--- src/hw/rtl/alba_pkg.sv ---
// ----------------------------------------------------------------------------
// alba_pkg
// shared types, register codes and constants of the audio level, beat and
// gain stage
// ----------------------------------------------------------------------------
package alba_pkg;

  localparam int unsigned SampleBitsDef = 12;
  localparam int unsigned FracBitsDef   = 8;

  localparam int unsigned TimeBits    = 32;
  localparam int unsigned TargetBits  = 8;
  localparam int unsigned ScaledBits  = 8;
  localparam int unsigned SquelchBits = 8;
  localparam int unsigned MarginBits  = 8;
  localparam int unsigned HoldoffBits = 16;
  localparam int unsigned CfgIdxBits  = 2;
  localparam int unsigned CfgDataBits = 16;
  localparam int unsigned AvgShift    = 5;

  localparam logic [SquelchBits-1:0] SquelchRst = 8'd7;
  localparam logic [MarginBits-1:0]  MarginRst  = 8'd11;
  localparam logic [TargetBits-1:0]  TargetRst  = 8'd60;
  localparam logic [HoldoffBits-1:0] HoldoffRst = 16'd50;

  typedef enum logic [CfgIdxBits-1:0] {
    REG_SQUELCH = 2'd0,
    REG_MARGIN  = 2'd1,
    REG_TARGET  = 2'd2,
    REG_HOLDOFF = 2'd3
  } cfg_reg_e;

  typedef enum logic [2:0] {
    ST_IDLE,
    ST_DC,
    ST_LVL,
    ST_AVG,
    ST_PEAK,
    ST_DIV,
    ST_MUL,
    ST_DONE
  } state_e;

  typedef struct packed {
    logic load_in;
    logic step_dc;
    logic step_lvl;
    logic step_avg;
    logic div_init;
    logic div_step;
    logic mul;
    logic out_load;
  } dp_cmd_t;

  typedef struct packed {
    logic div_last;
  } dp_status_t;

endpackage

--- src/hw/rtl/alba_ctrl.sv ---
// ----------------------------------------------------------------------------
// alba_ctrl
// sequencer that steps one sample through the datapath and owns the
// handshakes of both streams
// ----------------------------------------------------------------------------
module alba_ctrl (
  input  logic                 clk_i,
  input  logic                 rst_ni,
  input  logic                 in_valid_i,
  output logic                 in_ready_o,
  output logic                 out_valid_o,
  input  logic                 out_ready_i,
  output alba_pkg::dp_cmd_t    cmd_o,
  input  alba_pkg::dp_status_t status_i
);
  import alba_pkg::*;

  state_e state_q, state_d;
  logic   out_valid_q, out_valid_d;

  always_comb begin
    state_d = state_q;
    case (state_q)
      ST_IDLE: begin
        if (in_valid_i) state_d = ST_DC;
      end
      ST_DC:   state_d = ST_LVL;
      ST_LVL:  state_d = ST_AVG;
      ST_AVG:  state_d = ST_PEAK;
      ST_PEAK: state_d = ST_DIV;
      ST_DIV: begin
        if (status_i.div_last) state_d = ST_MUL;
      end
      ST_MUL:  state_d = ST_DONE;
      ST_DONE: begin
        if (!out_valid_q || out_ready_i) state_d = ST_IDLE;
      end
      default: state_d = ST_IDLE;
    endcase
  end

  always_comb begin
    cmd_o      = '0;
    in_ready_o = 1'b0;
    case (state_q)
      ST_IDLE: begin
        in_ready_o    = 1'b1;
        cmd_o.load_in = in_valid_i;
      end
      ST_DC:   cmd_o.step_dc  = 1'b1;
      ST_LVL:  cmd_o.step_lvl = 1'b1;
      ST_AVG:  cmd_o.step_avg = 1'b1;
      ST_PEAK: cmd_o.div_init = 1'b1;
      ST_DIV:  cmd_o.div_step = 1'b1;
      ST_MUL:  cmd_o.mul      = 1'b1;
      ST_DONE: cmd_o.out_load = !out_valid_q || out_ready_i;
      default: cmd_o = '0;
    endcase
  end

  always_comb begin
    out_valid_d = out_valid_q;
    if (out_ready_i) out_valid_d = 1'b0;
    if (cmd_o.out_load) out_valid_d = 1'b1;
  end

  always_ff @(posedge clk_i or negedge rst_ni) begin
    if (!rst_ni) begin
      state_q     <= ST_IDLE;
      out_valid_q <= 1'b0;
    end else begin
      state_q     <= state_d;
      out_valid_q <= out_valid_d;
    end
  end

  assign out_valid_o = out_valid_q;

endmodule

--- src/hw/rtl/alba_dp.sv ---
// ----------------------------------------------------------------------------
// alba_dp
// datapath: settings, running averages, squelch, peak test, serial divider
// for the gain factor and the output register
// ----------------------------------------------------------------------------
module alba_dp #(
  parameter  int unsigned SAMPLE_BITS = alba_pkg::SampleBitsDef,
  parameter  int unsigned FRAC_BITS   = alba_pkg::FracBitsDef,
  localparam int unsigned InBits  = ((SAMPLE_BITS + alba_pkg::TimeBits + 7) / 8) * 8,
  localparam int unsigned OutBits = ((2 * SAMPLE_BITS + alba_pkg::ScaledBits + 1 + 7) / 8) * 8
) (
  input  logic                             clk_i,
  input  logic                             rst_ni,
  input  logic                             cfg_we_i,
  input  logic [alba_pkg::CfgIdxBits-1:0]  cfg_idx_i,
  input  logic [alba_pkg::CfgDataBits-1:0] cfg_data_i,
  input  logic [InBits-1:0]                in_data_i,
  output logic [OutBits-1:0]               out_data_o,
  input  alba_pkg::dp_cmd_t                cmd_i,
  output alba_pkg::dp_status_t             status_o
);
  import alba_pkg::*;

  localparam int unsigned AW = SAMPLE_BITS + FRAC_BITS;
  localparam int unsigned WW = AW + AvgShift + 1;
  localparam int unsigned NW = TargetBits + FRAC_BITS;
  localparam int unsigned RW = AW + 1;
  localparam int unsigned CW = $clog2(NW);
  localparam int unsigned PW = SAMPLE_BITS + TargetBits;

  function automatic logic [AW-1:0] avg31(input logic [AW-1:0] old,
                                          input logic [SAMPLE_BITS-1:0] val);
    logic [WW-1:0] s;
    s = WW'({old, {AvgShift{1'b0}}}) - WW'(old) + WW'({val, {FRAC_BITS{1'b0}}});
    return s[AW+AvgShift-1:AvgShift];
  endfunction

  // settings
  logic [SquelchBits-1:0] squelch_q;
  logic [MarginBits-1:0]  margin_q;
  logic [TargetBits-1:0]  target_q;
  logic [HoldoffBits-1:0] holdoff_q;

  always_ff @(posedge clk_i or negedge rst_ni) begin
    if (!rst_ni) begin
      squelch_q <= SquelchRst;
      margin_q  <= MarginRst;
      target_q  <= TargetRst;
      holdoff_q <= HoldoffRst;
    end else if (cfg_we_i) begin
      case (cfg_reg_e'(cfg_idx_i))
        REG_SQUELCH: squelch_q <= cfg_data_i[SquelchBits-1:0];
        REG_MARGIN:  margin_q  <= cfg_data_i[MarginBits-1:0];
        REG_TARGET:  target_q  <= cfg_data_i[TargetBits-1:0];
        REG_HOLDOFF: holdoff_q <= cfg_data_i[HoldoffBits-1:0];
        default: ;
      endcase
    end
  end

  // item state
  logic [SAMPLE_BITS-1:0] mic_q;
  logic [TimeBits-1:0]    time_q;
  logic [SAMPLE_BITS-1:0] dev_q;
  logic [AW-1:0]          dc_q;
  logic [SAMPLE_BITS-1:0] sm_q;
  logic [AW-1:0]          slow_q;
  logic [TimeBits-1:0]    last_q;
  logic                   peak_q;
  logic [ScaledBits-1:0]  scaled_q;
  logic [RW-1:0]          rem_q;
  logic [NW-1:0]          quo_q;
  logic [CW-1:0]          cnt_q;
  logic [OutBits-1:0]     out_q;

  logic [AW-1:0]          dc_new, micf, absdiff;
  logic [SAMPLE_BITS:0]   lvl_sum;
  logic [SAMPLE_BITS-1:0] sm_new;
  logic [AW:0]            lvl_fx, thr;
  logic                   peak_new;
  logic [RW-1:0]          trial, den, diff;
  logic                   ge;
  logic [TargetBits-1:0]  mult;
  logic [PW-1:0]          prod;
  logic [ScaledBits-1:0]  scaled_new;

  always_comb begin
    dc_new  = avg31(dc_q, mic_q);
    micf    = {mic_q, {FRAC_BITS{1'b0}}};
    absdiff = (micf >= dc_new) ? (micf - dc_new) : (dc_new - micf);

    lvl_sum = {1'b0, sm_q} + {1'b0, dev_q};
    sm_new  = (dev_q <= SAMPLE_BITS'(squelch_q)) ? '0 : lvl_sum[SAMPLE_BITS:1];

    lvl_fx   = (AW+1)'({sm_q, {FRAC_BITS{1'b0}}});
    thr      = (AW+1)'(slow_q) + (AW+1)'({margin_q, {FRAC_BITS{1'b0}}});
    peak_new = (lvl_fx > thr) && ((time_q - last_q) > TimeBits'(holdoff_q));

    trial = {rem_q[RW-2:0], quo_q[NW-1]};
    den   = {1'b0, slow_q};
    ge    = trial >= den;
    diff  = trial - den;

    // average below one keeps the plain target as gain
    mult       = (slow_q[AW-1:FRAC_BITS] == '0) ? target_q : quo_q[TargetBits-1:0];
    prod       = PW'(sm_q) * PW'(mult);
    scaled_new = (|prod[PW-1:ScaledBits]) ? {ScaledBits{1'b1}} : prod[ScaledBits-1:0];
  end

  always_ff @(posedge clk_i or negedge rst_ni) begin
    if (!rst_ni) begin
      dc_q   <= '0;
      sm_q   <= '0;
      slow_q <= '0;
      last_q <= '0;
      cnt_q  <= '0;
    end else begin
      if (cmd_i.step_dc)  dc_q   <= dc_new;
      if (cmd_i.step_lvl) sm_q   <= sm_new;
      if (cmd_i.step_avg) slow_q <= avg31(slow_q, sm_q);
      if (cmd_i.div_init) begin
        cnt_q <= CW'(NW - 1);
        if (peak_new) last_q <= time_q;
      end else if (cmd_i.div_step) begin
        cnt_q <= cnt_q - 1'b1;
      end
    end
  end

  always_ff @(posedge clk_i) begin
    if (cmd_i.load_in) begin
      mic_q  <= in_data_i[SAMPLE_BITS-1:0];
      time_q <= in_data_i[SAMPLE_BITS+TimeBits-1:SAMPLE_BITS];
    end
    if (cmd_i.step_dc) dev_q <= absdiff[AW-1:FRAC_BITS];
    if (cmd_i.div_init) begin
      peak_q <= peak_new;
      rem_q  <= '0;
      quo_q  <= {target_q, {FRAC_BITS{1'b0}}};
    end else if (cmd_i.div_step) begin
      rem_q <= ge ? diff : trial;
      quo_q <= {quo_q[NW-2:0], ge};
    end
    if (cmd_i.mul) scaled_q <= scaled_new;
    if (cmd_i.out_load) begin
      out_q <= OutBits'({peak_q, scaled_q, slow_q[AW-1:FRAC_BITS], sm_q});
    end
  end

  assign status_o.div_last = (cnt_q == '0);
  assign out_data_o        = out_q;

endmodule

--- src/hw/rtl/audio_level_beat_agc_top.sv ---
// ----------------------------------------------------------------------------
// audio_level_beat_agc_top
// microphone level follower with beat detection and automatic gain
// samples are taken one at a time: a new sample is accepted only once the
//   last one has reached the output register; the bit-serial gain divider
//   produces one quotient bit per cycle
// a finished result may wait in the output register while the next sample
//   is taken
// reset: asynchronous active low; averages, smoothed level and last peak
//   time clear to zero, settings return to their defaults
// ----------------------------------------------------------------------------
module audio_level_beat_agc_top #(
  parameter  int unsigned SAMPLE_BITS = alba_pkg::SampleBitsDef,
  parameter  int unsigned FRAC_BITS   = alba_pkg::FracBitsDef,
  localparam int unsigned InBits  = ((SAMPLE_BITS + alba_pkg::TimeBits + 7) / 8) * 8,
  localparam int unsigned OutBits = ((2 * SAMPLE_BITS + alba_pkg::ScaledBits + 1 + 7) / 8) * 8
) (
  input  logic                             clk_i,
  input  logic                             rst_ni,
  input  logic                             cfg_we_i,
  input  logic [alba_pkg::CfgIdxBits-1:0]  cfg_idx_i,
  input  logic [alba_pkg::CfgDataBits-1:0] cfg_data_i,
  input  logic                             s_axis_tvalid_i,
  output logic                             s_axis_tready_o,
  // mic_sample, time_ms
  input  logic [InBits-1:0]                s_axis_tdata_i,
  output logic                             m_axis_tvalid_o,
  input  logic                             m_axis_tready_i,
  // level, average_level, scaled_level, peak
  output logic [OutBits-1:0]               m_axis_tdata_o
);
  import alba_pkg::*;

  dp_cmd_t    cmd;
  dp_status_t status;

  alba_ctrl u_ctrl (
    .clk_i       (clk_i),
    .rst_ni      (rst_ni),
    .in_valid_i  (s_axis_tvalid_i),
    .in_ready_o  (s_axis_tready_o),
    .out_valid_o (m_axis_tvalid_o),
    .out_ready_i (m_axis_tready_i),
    .cmd_o       (cmd),
    .status_i    (status)
  );

  alba_dp #(
    .SAMPLE_BITS (SAMPLE_BITS),
    .FRAC_BITS   (FRAC_BITS)
  ) u_dp (
    .clk_i      (clk_i),
    .rst_ni     (rst_ni),
    .cfg_we_i   (cfg_we_i),
    .cfg_idx_i  (cfg_idx_i),
    .cfg_data_i (cfg_data_i),
    .in_data_i  (s_axis_tdata_i),
    .out_data_o (m_axis_tdata_o),
    .cmd_i      (cmd),
    .status_o   (status)
  );

endmodule

--- config.mk ---
export PLATFORM = sky130hd
export DESIGN_NAME = audio_level_beat_agc_top
export DESIGN_NICKNAME = d
export VERILOG_FILES = /design/src/hw/rtl/alba_pkg.sv /design/src/hw/rtl/alba_ctrl.sv /design/src/hw/rtl/alba_dp.sv /design/src/hw/rtl/audio_level_beat_agc_top.sv
export SDC_FILE = /design/constraint.sdc
export NUM_CORES = 1
export LEC_CHECK = 0
export BUFFER_PORTS_ARGS = -buffer_cell sky130_fd_sc_hd__buf_2
export CORE_UTILIZATION = 30
export CTS_BUF_LIST = sky130_fd_sc_hd__clkbuf_8
export CTS_CLUSTER_SIZE = 28
export DETAILED_ROUTE_END_ITERATION = 16
export PLACE_DENSITY = 0.42
export SYNTH_ARGS = -nofsm -noshare
export SYNTH_HDL_FRONTEND = slang
export SYNTH_SLANG_ARGS = --single-unit
--- constraint.sdc ---
create_clock -name clk_i -period 18.1 [get_ports clk_i]
set_input_delay 1.81 -clock clk_i [delete_from_list [all_inputs] [get_ports clk_i]]
set_output_delay 1.81 -clock clk_i [all_outputs]
set_load 0.005 [all_outputs]
# After elaboration in Yosys (flattened, before gate mapping)
# Index checks and enable logic that the tools add are counted.
[word_totals]
ff_bits = 266
inputBits = 71
[op_classes]
eq_ne = 13
mux = 23
n_mul = 1
n_addsub = 11
n_lt_le_gt_ge = 5
reduce_logical = 16
[ops]
columns = ["cell", "n"]
rows = [
  ["$sub 20x20->20", 3],
  ["$add 25x20->25", 2],
  ["$sub 25x20->25", 2],
  ["$mux 20", 2],
  ["$gt 32x16->1", 1],
  ["$mux 16", 2],
  ["$sub 32x32->32", 1],
  ["$pmux 3 s8", 1],
  ["$add 20x16->21", 1],
  ["$ge 21x20->1", 1],
  ["$gt 20x21->1", 1],
  ["$ge 20x20->1", 1],
  ["$mul 12x8->20", 1],
  ["$add 12x12->13", 1],
  ["$eq 3x3->1 const B", 4],
  ["$le 12x8->1", 1],
  ["$logic_not 12->1", 1],
  ["$mux 12", 1],
  ["$reduce_or 12->1", 1],
  ["$mux 1", 11],
  ["$reduce_and 2->1", 5],
  ["$mux 3", 3],
  ["$mux 4", 2],
  ["$mux 8", 1],
  ["other kinds (15)", 19],
]

# Depth between registers and ports, before layout
[depth]
ltp_word = 4
mapped_depth = 26

# Cells and area by module
# Synthesis repeated with hierarchy kept, for this count alone.
[hier_totals]
cells_unflattened = 2135
area_unflattened_um2 = 20823.7
[by_module_without_submodules]
columns = ["mod", "cells_per_inst", "area_per_inst_um2", "instances"]
rows = [
  ["alba_dp", 2103, 20538.4, 1],
  ["alba_ctrl", 32, 285.3, 1],
]

# Worst setup path after synthesis
# OpenSTA, ideal clock, no wires.
[synth_path]
path_kind = "flip-flop to flip-flop"
from = "reg u_dp.slow_q[9]"
to = "reg u_dp.scaled_q[0], data pin"
path_stages_with_launch = 22
n_path_buf = 1
setup_slack_ns = 11.327
arrival_ns = 6.483
required_time_ns = 17.810
path_cell_list = "dfrtp_1 -> nor4_1 -> nand4_1 -> mux2_2 -> clkbuf_1 -> nand2_1 -> fa_1 -> fa_1 -> fa_1 -> fa_1 -> inv_1 -> ha_1 -> a21o_1 -> a21o_1 -> a21oi_1 -> o21ai_0 -> a31oi_1 -> o21ai_0 -> or3_1 -> a2111o_1 -> nor3_1 -> o21ai_0"
[synth_via]
elab_chain_cells = 4
[synth_rtl]
columns = ["item", "line", "source"]
rows = [
  ["start: declaration", "alba_dp.sv:67", "logic [AW-1:0] slow_q;"],
  ["start signal: assignment", "alba_dp.sv:120", "if (cmd_i.step_avg) slow_q <= avg31(slow_q, sm_q);"],
  ["$logic_not 12->1 (*)", "alba_dp.sv:105", "mult = (slow_q[AW-1:FRAC_BITS] == '0) ? target_q : quo_q[TargetBits-1:0];"],
  ["$mux 8 (*)", "alba_dp.sv:105", ""],
  ["$mul 12x8->20 (*)", "alba_dp.sv:106", "prod = PW'(sm_q) * PW'(mult);"],
  ["$reduce_or 12->1", "alba_dp.sv:107", "scaled_new = (|prod[PW-1:ScaledBits]) ? {ScaledBits{1'b1}} : prod[ScaledBits-1:0];"],
  ["end signal: assignment", "alba_dp.sv:144", "if (cmd_i.mul) scaled_q <= scaled_new;"],
  ["end: declaration", "alba_dp.sv:70", "logic [ScaledBits-1:0] scaled_q;"],
]
# Every way passes the cells marked *; elsewhere a longest branch is shown, timed or not.
# A chain may end at the register's enable or synchronous reset.

# Worst setup path after layout
[layout_path]
from = "reg u_dp.slow_q[17]"
to = "reg u_dp.scaled_q[0], data pin"
# The elaborated chain is that of the path after synthesis.

==> reports/summary.md <==
met2 is the most crowded layer. The core occupancy in the finished layout was 0.339. The count of flip-flops with a built-in enable after synthesis is 106. Counting the buffers created by CTS gives 52. Counting every sink on the clock net gives 266. Number of global-route vias before repair: 15300.

Counting both buffers and inverters, the worst setup path holds a total of 2. The count of synthesis-stage warnings from yosys is 0. For the final-stage net count, the log shows 2549. The number of cells on the worst reg-to-reg path is 21. The tools report the required arrival time at the worst endpoint as 18.43 ns. Setup repair after global routing left no endpoint under its margin. The routed layout has 14700 vias. Entering global routing, the biggest net connects 77 pins. Measured along the y axis, the die boundary spans 263 um. The run gives 4 as the initial antenna violation count.

The startpoint identified for the worst register-to-register timing path is u_dp.slow_q[17]$_DFFE_PN0N_. The signal on the critical path passes through inv_1 -> ha_1 -> nand4_1 -> mux2_2 -> nand2_1 -> fa_1 -> fa_1 -> fa_1 -> fa_1 -> inv_1 -> ha_1 -> a21o_1 -> a21o_1 -> a21oi_1 -> o21ai_0 -> a31oi_1 -> o21ai_0 -> or3_1 -> a2111o_1 -> nor3_1 -> o21ai_0. Final HPWL from detailed placement: 39.0 mm. The tools report the I/O pin count as 113. The final worst-path cycle share is 0.434. The top flip-flop cell by instance count after synthesis was sky130_fd_sc_hd__dfrtp_1. For the number of max-slew violations in the final report, the log shows 0. In this run the worst setup path begins at u_dp.slow_q[17]$_DFFE_PN0N_. The depth of the CTS H-tree came out at 2. The worst register-to-register path has a setup slack of 10.24 ns. The core area was 67300 um^2. All-layer global routing usage: 0.150. At the end of routability-driven placement, the weighted congestion stood at 0.795. The tools report the total global routing overflow as 0.

Capture point of the worst reg-to-reg path: u_dp.scaled_q[0]$_SDFFCE_PP1P_. Synthesis inferred 266 register bits. The number of endpoints with negative hold slack in the final report was 0; the total negative slack was 0 ns. Synthesis handed over a netlist of 2066 instances. The clock tree skew after final layout was 0.0515 ns. The share of synthesized flip-flops with an asynchronous set or reset was 0.496; the area after detailed placement was 21800 um^2. For the initial core utilization, the log shows 0.304.

The first global-routing pass estimated 82.9 mm of wire. The run gives 95 as the number of core rows. The filler cells instantiated in the layout total 6986.

The run finished with clean final reports. The mean post-synth cell area was 9.89 um^2; the number of DRC violations after detailed routing was 0. The tool flagged a number of max-cap violations equal to 0.

STA classifies the critical path startpoint as a register. The logs give 0 for the number of setup buffers added after CTS and 0.235 for the worst slew margin relative to its limit. The logs give 0 for the number of hold buffers added after cts and 653 for the violation count after the first detailed-route iteration. The routing usage on met1 is 0.197, and the met3 usage in global routing is 0.0199. At the pin with the least slew margin, the transition time is 1.12 ns. Dividing the detail-routed wire length by the instance count gives 16.5 um.

The total of buffers placed on input and output ports works out to 101. The die covers 69100 um^2. The worst stage delay on the critical path is 0.83 ns, and the number of detailed-route iterations in the first pass is 5. Along the worst path, the maximum fanout reaches 12.

The portion of the post-synthesis area used by sequential elements is 0.346, and the number of nets with antenna violations after detailed routing is 0. In this run the worst setup path terminates at u_dp.scaled_q[0]$_SDFFCE_PP1P_. The final design instance area without fill is 22800 um^2, and the via density per instance is 4.77.

In this run the deepest clock path goes through 3 buffers. The synthesized netlist contains 81 unique library cells. The achievable frequency is 127 MHz, and the cell area after synthesis is 20400 um^2. The number of gates resized after CTS was 0.

The routed wire length was 50.9 mm. Data arrives at the worst endpoint at 8.18 ns. On the critical path, the stage with the largest delay is an instance of sky130_fd_sc_hd__nor3_1. TritonCTS built the clock tree. Capturing element type of the critical path: a register. Clock-pin slew was measured on the worst setup and hold paths at 0.06 ns. The clock tree root buffer cell is sky130_fd_sc_hd__clkbuf_8. The critical path is of the reg -> reg type. The number of stages on the worst setup path was 21; the final-report setup violation count was 0. The layout overhead on the synthesized area was 11.8%; the clock period minus worst slack was 7.86 ns.

The dominant cell type by count on the critical path is sky130_fd_sc_hd__fa_1. The met2 routing resource usage after global routing is 0.253, and the latest clock arrival within the worst-skew pair is 0.67 ns. The die is 263 um wide. Among cell families on the critical path, the largest total delay comes from adder cells. Class of the tightest hold or removal check: reg -> reg.

The ratio of cells with drive above 1 in the final layout was 0.129.
## cells in the mapped netlist, drive strengths merged, types with 6 or more instances
master / n / area [um^2]
o31ai: 8 / 65.1
a22o: 14 / 123
nor3: 23 / 115
edfxtp: 106 / 3180
xor2: 47 / 412
clkbuf: 49 / 194
a311oi: 6 / 58.8
dfrtp: 119 / 2980
nand4: 20 / 125
nand3: 38 / 190
a211oi: 8 / 60.1
a21oi: 109 / 549
nor4: 7 / 43.8
a31oi: 19 / 119
a21o: 60 / 450
dfstp: 13 / 342
nor2b: 23 / 144
dfxtp: 28 / 561
or4: 6 / 48.8
mux2: 72 / 923
ha: 216 / 2700
o21a: 18 / 135
nand2: 181 / 679
fa: 89 / 1780
mux2i: 35 / 350
xnor2: 73 / 639
o211ai: 8 / 73.8
o21ai: 117 / 586
and3: 7 / 43.8
nor2: 92 / 345
or3: 8 / 51.3
inv: 282 / 1060
and2: 34 / 213
nand2b: 27 / 169
buf: 14 / 130
o21bai: 21 / 158
## how the worst min path moves through the flow
| stage | start | endpoint | slack (ns) | depth (start not counted) |
|---|---|---|---|---|
| 2_1_floorplan | u_dp.scaled_q[0]$_SDFFCE_PP1P_ | u_dp.out_data_o[24]$_DFFE_PP_ | 0.40 | 0 |
| 3_3_place_gp | u_dp.scaled_q[4]$_SDFFCE_PP1P_ | u_dp.out_data_o[28]$_DFFE_PP_ | 0.40 | 0 |
| 3_5_place_dp | u_dp.scaled_q[3]$_SDFFCE_PP1P_ | u_dp.out_data_o[27]$_DFFE_PP_ | 0.41 | 0 |
| 4_1_cts | u_dp.quo_q[3]$_SDFFE_PP0N_ | u_dp.quo_q[4]$_SDFFE_PP0N_ | 0.41 | 2 |
| 5_1_grt | u_dp.scaled_q[3]$_SDFFCE_PP1P_ | u_dp.out_data_o[27]$_DFFE_PP_ | 0.43 | 0 |
| 6_report | u_dp.scaled_q[3]$_SDFFCE_PP1P_ | u_dp.out_data_o[27]$_DFFE_PP_ | 0.42 | 0 |
## cell type report
type,count,area [um^2],area share
inverter,282,1060,0.0463
clock buffer,56,771,0.0337
antenna,4,10.0,0.000438
sequential,266,7060,0.309
multi-input combinational,1461,12000,0.526
tap,873,1090,0.0478
clock inverter,42,251,0.0110
timing repair buffer,110,579,0.0254
## per-layer routing
layer | wire [um] | part of all wire
met1 | 24300 | 0.48
met4 | 1260 | 0.025
met3 | 1340 | 0.026
met5 | 0 | 0
met2 | 24100 | 0.47
## sequential cells by signal (all words and copies together) (netlist names), 16 cells and up
signal and cells:
u_dp.slow_q 20, u_dp.quo_q 16, u_dp.last_q 32, u_dp.out_data_o 33, u_dp.dc_q 20, u_dp.rem_q 20, u_dp.holdoff_q 16, u_dp.time_q 32
## cells by family (layout without fill, tap and decap cells)
family	after synthesis	in the layout	synth area share
buffers and inverters	345	490	0.0677
AOI/OAI and AO/OA	438	438	0.139
xor gates and xnor gates	120	120	0.0515
and+or+nand+nor	484	484	0.114
adders and majority gates	305	305	0.220
DFF	266	266	0.346
other	1	11	0.000184
muxes	107	107	0.0624
## through the flow
stage | setup slack, ns | hold WS (ns) | cells
after floorplan | 11.33 | 0.400 | 2072
after global placement | 10.11 | 0.401 | 2992
after detailed placement | 10.10 | 0.405 | 2992
after CTS | 10.09 | 0.407 | 3090
after global routing | 9.61 | 0.429 | 3093
final | 10.24 | 0.417 | 3094
## placed cells by master (no fill, tap or decap), types with 8 or more instances in the layout
cell type,instances
sky130_fd_sc_hd__a211oi_1,8
sky130_fd_sc_hd__a21o_1,60
sky130_fd_sc_hd__a21oi_1,108
sky130_fd_sc_hd__a22o_1,14
sky130_fd_sc_hd__a31oi_1,19
sky130_fd_sc_hd__and2_1,33
sky130_fd_sc_hd__buf_2,100
sky130_fd_sc_hd__buf_4,9
sky130_fd_sc_hd__clkbuf_8,56
sky130_fd_sc_hd__clkinv_2,10
sky130_fd_sc_hd__dfrtp_1,119
sky130_fd_sc_hd__dfstp_2,13
sky130_fd_sc_hd__dfxtp_1,28
sky130_fd_sc_hd__edfxtp_1,106
sky130_fd_sc_hd__fa_1,89
sky130_fd_sc_hd__ha_1,216
sky130_fd_sc_hd__inv_1,306
sky130_fd_sc_hd__mux2_2,42
sky130_fd_sc_hd__mux2_4,30
sky130_fd_sc_hd__mux2i_1,35
sky130_fd_sc_hd__nand2_1,181
sky130_fd_sc_hd__nand2b_1,27
sky130_fd_sc_hd__nand3_1,38
sky130_fd_sc_hd__nand4_1,20
sky130_fd_sc_hd__nor2_1,92
sky130_fd_sc_hd__nor2b_1,21
sky130_fd_sc_hd__nor3_1,23
sky130_fd_sc_hd__o21a_1,18
sky130_fd_sc_hd__o21ai_0,117
sky130_fd_sc_hd__o21bai_1,21
sky130_fd_sc_hd__xnor2_1,73
sky130_fd_sc_hd__xor2_1,47
Power is left out: the tool's default activity adds up to more than one toggle a clock period on the data nets, which glitch-free logic cannot reach.
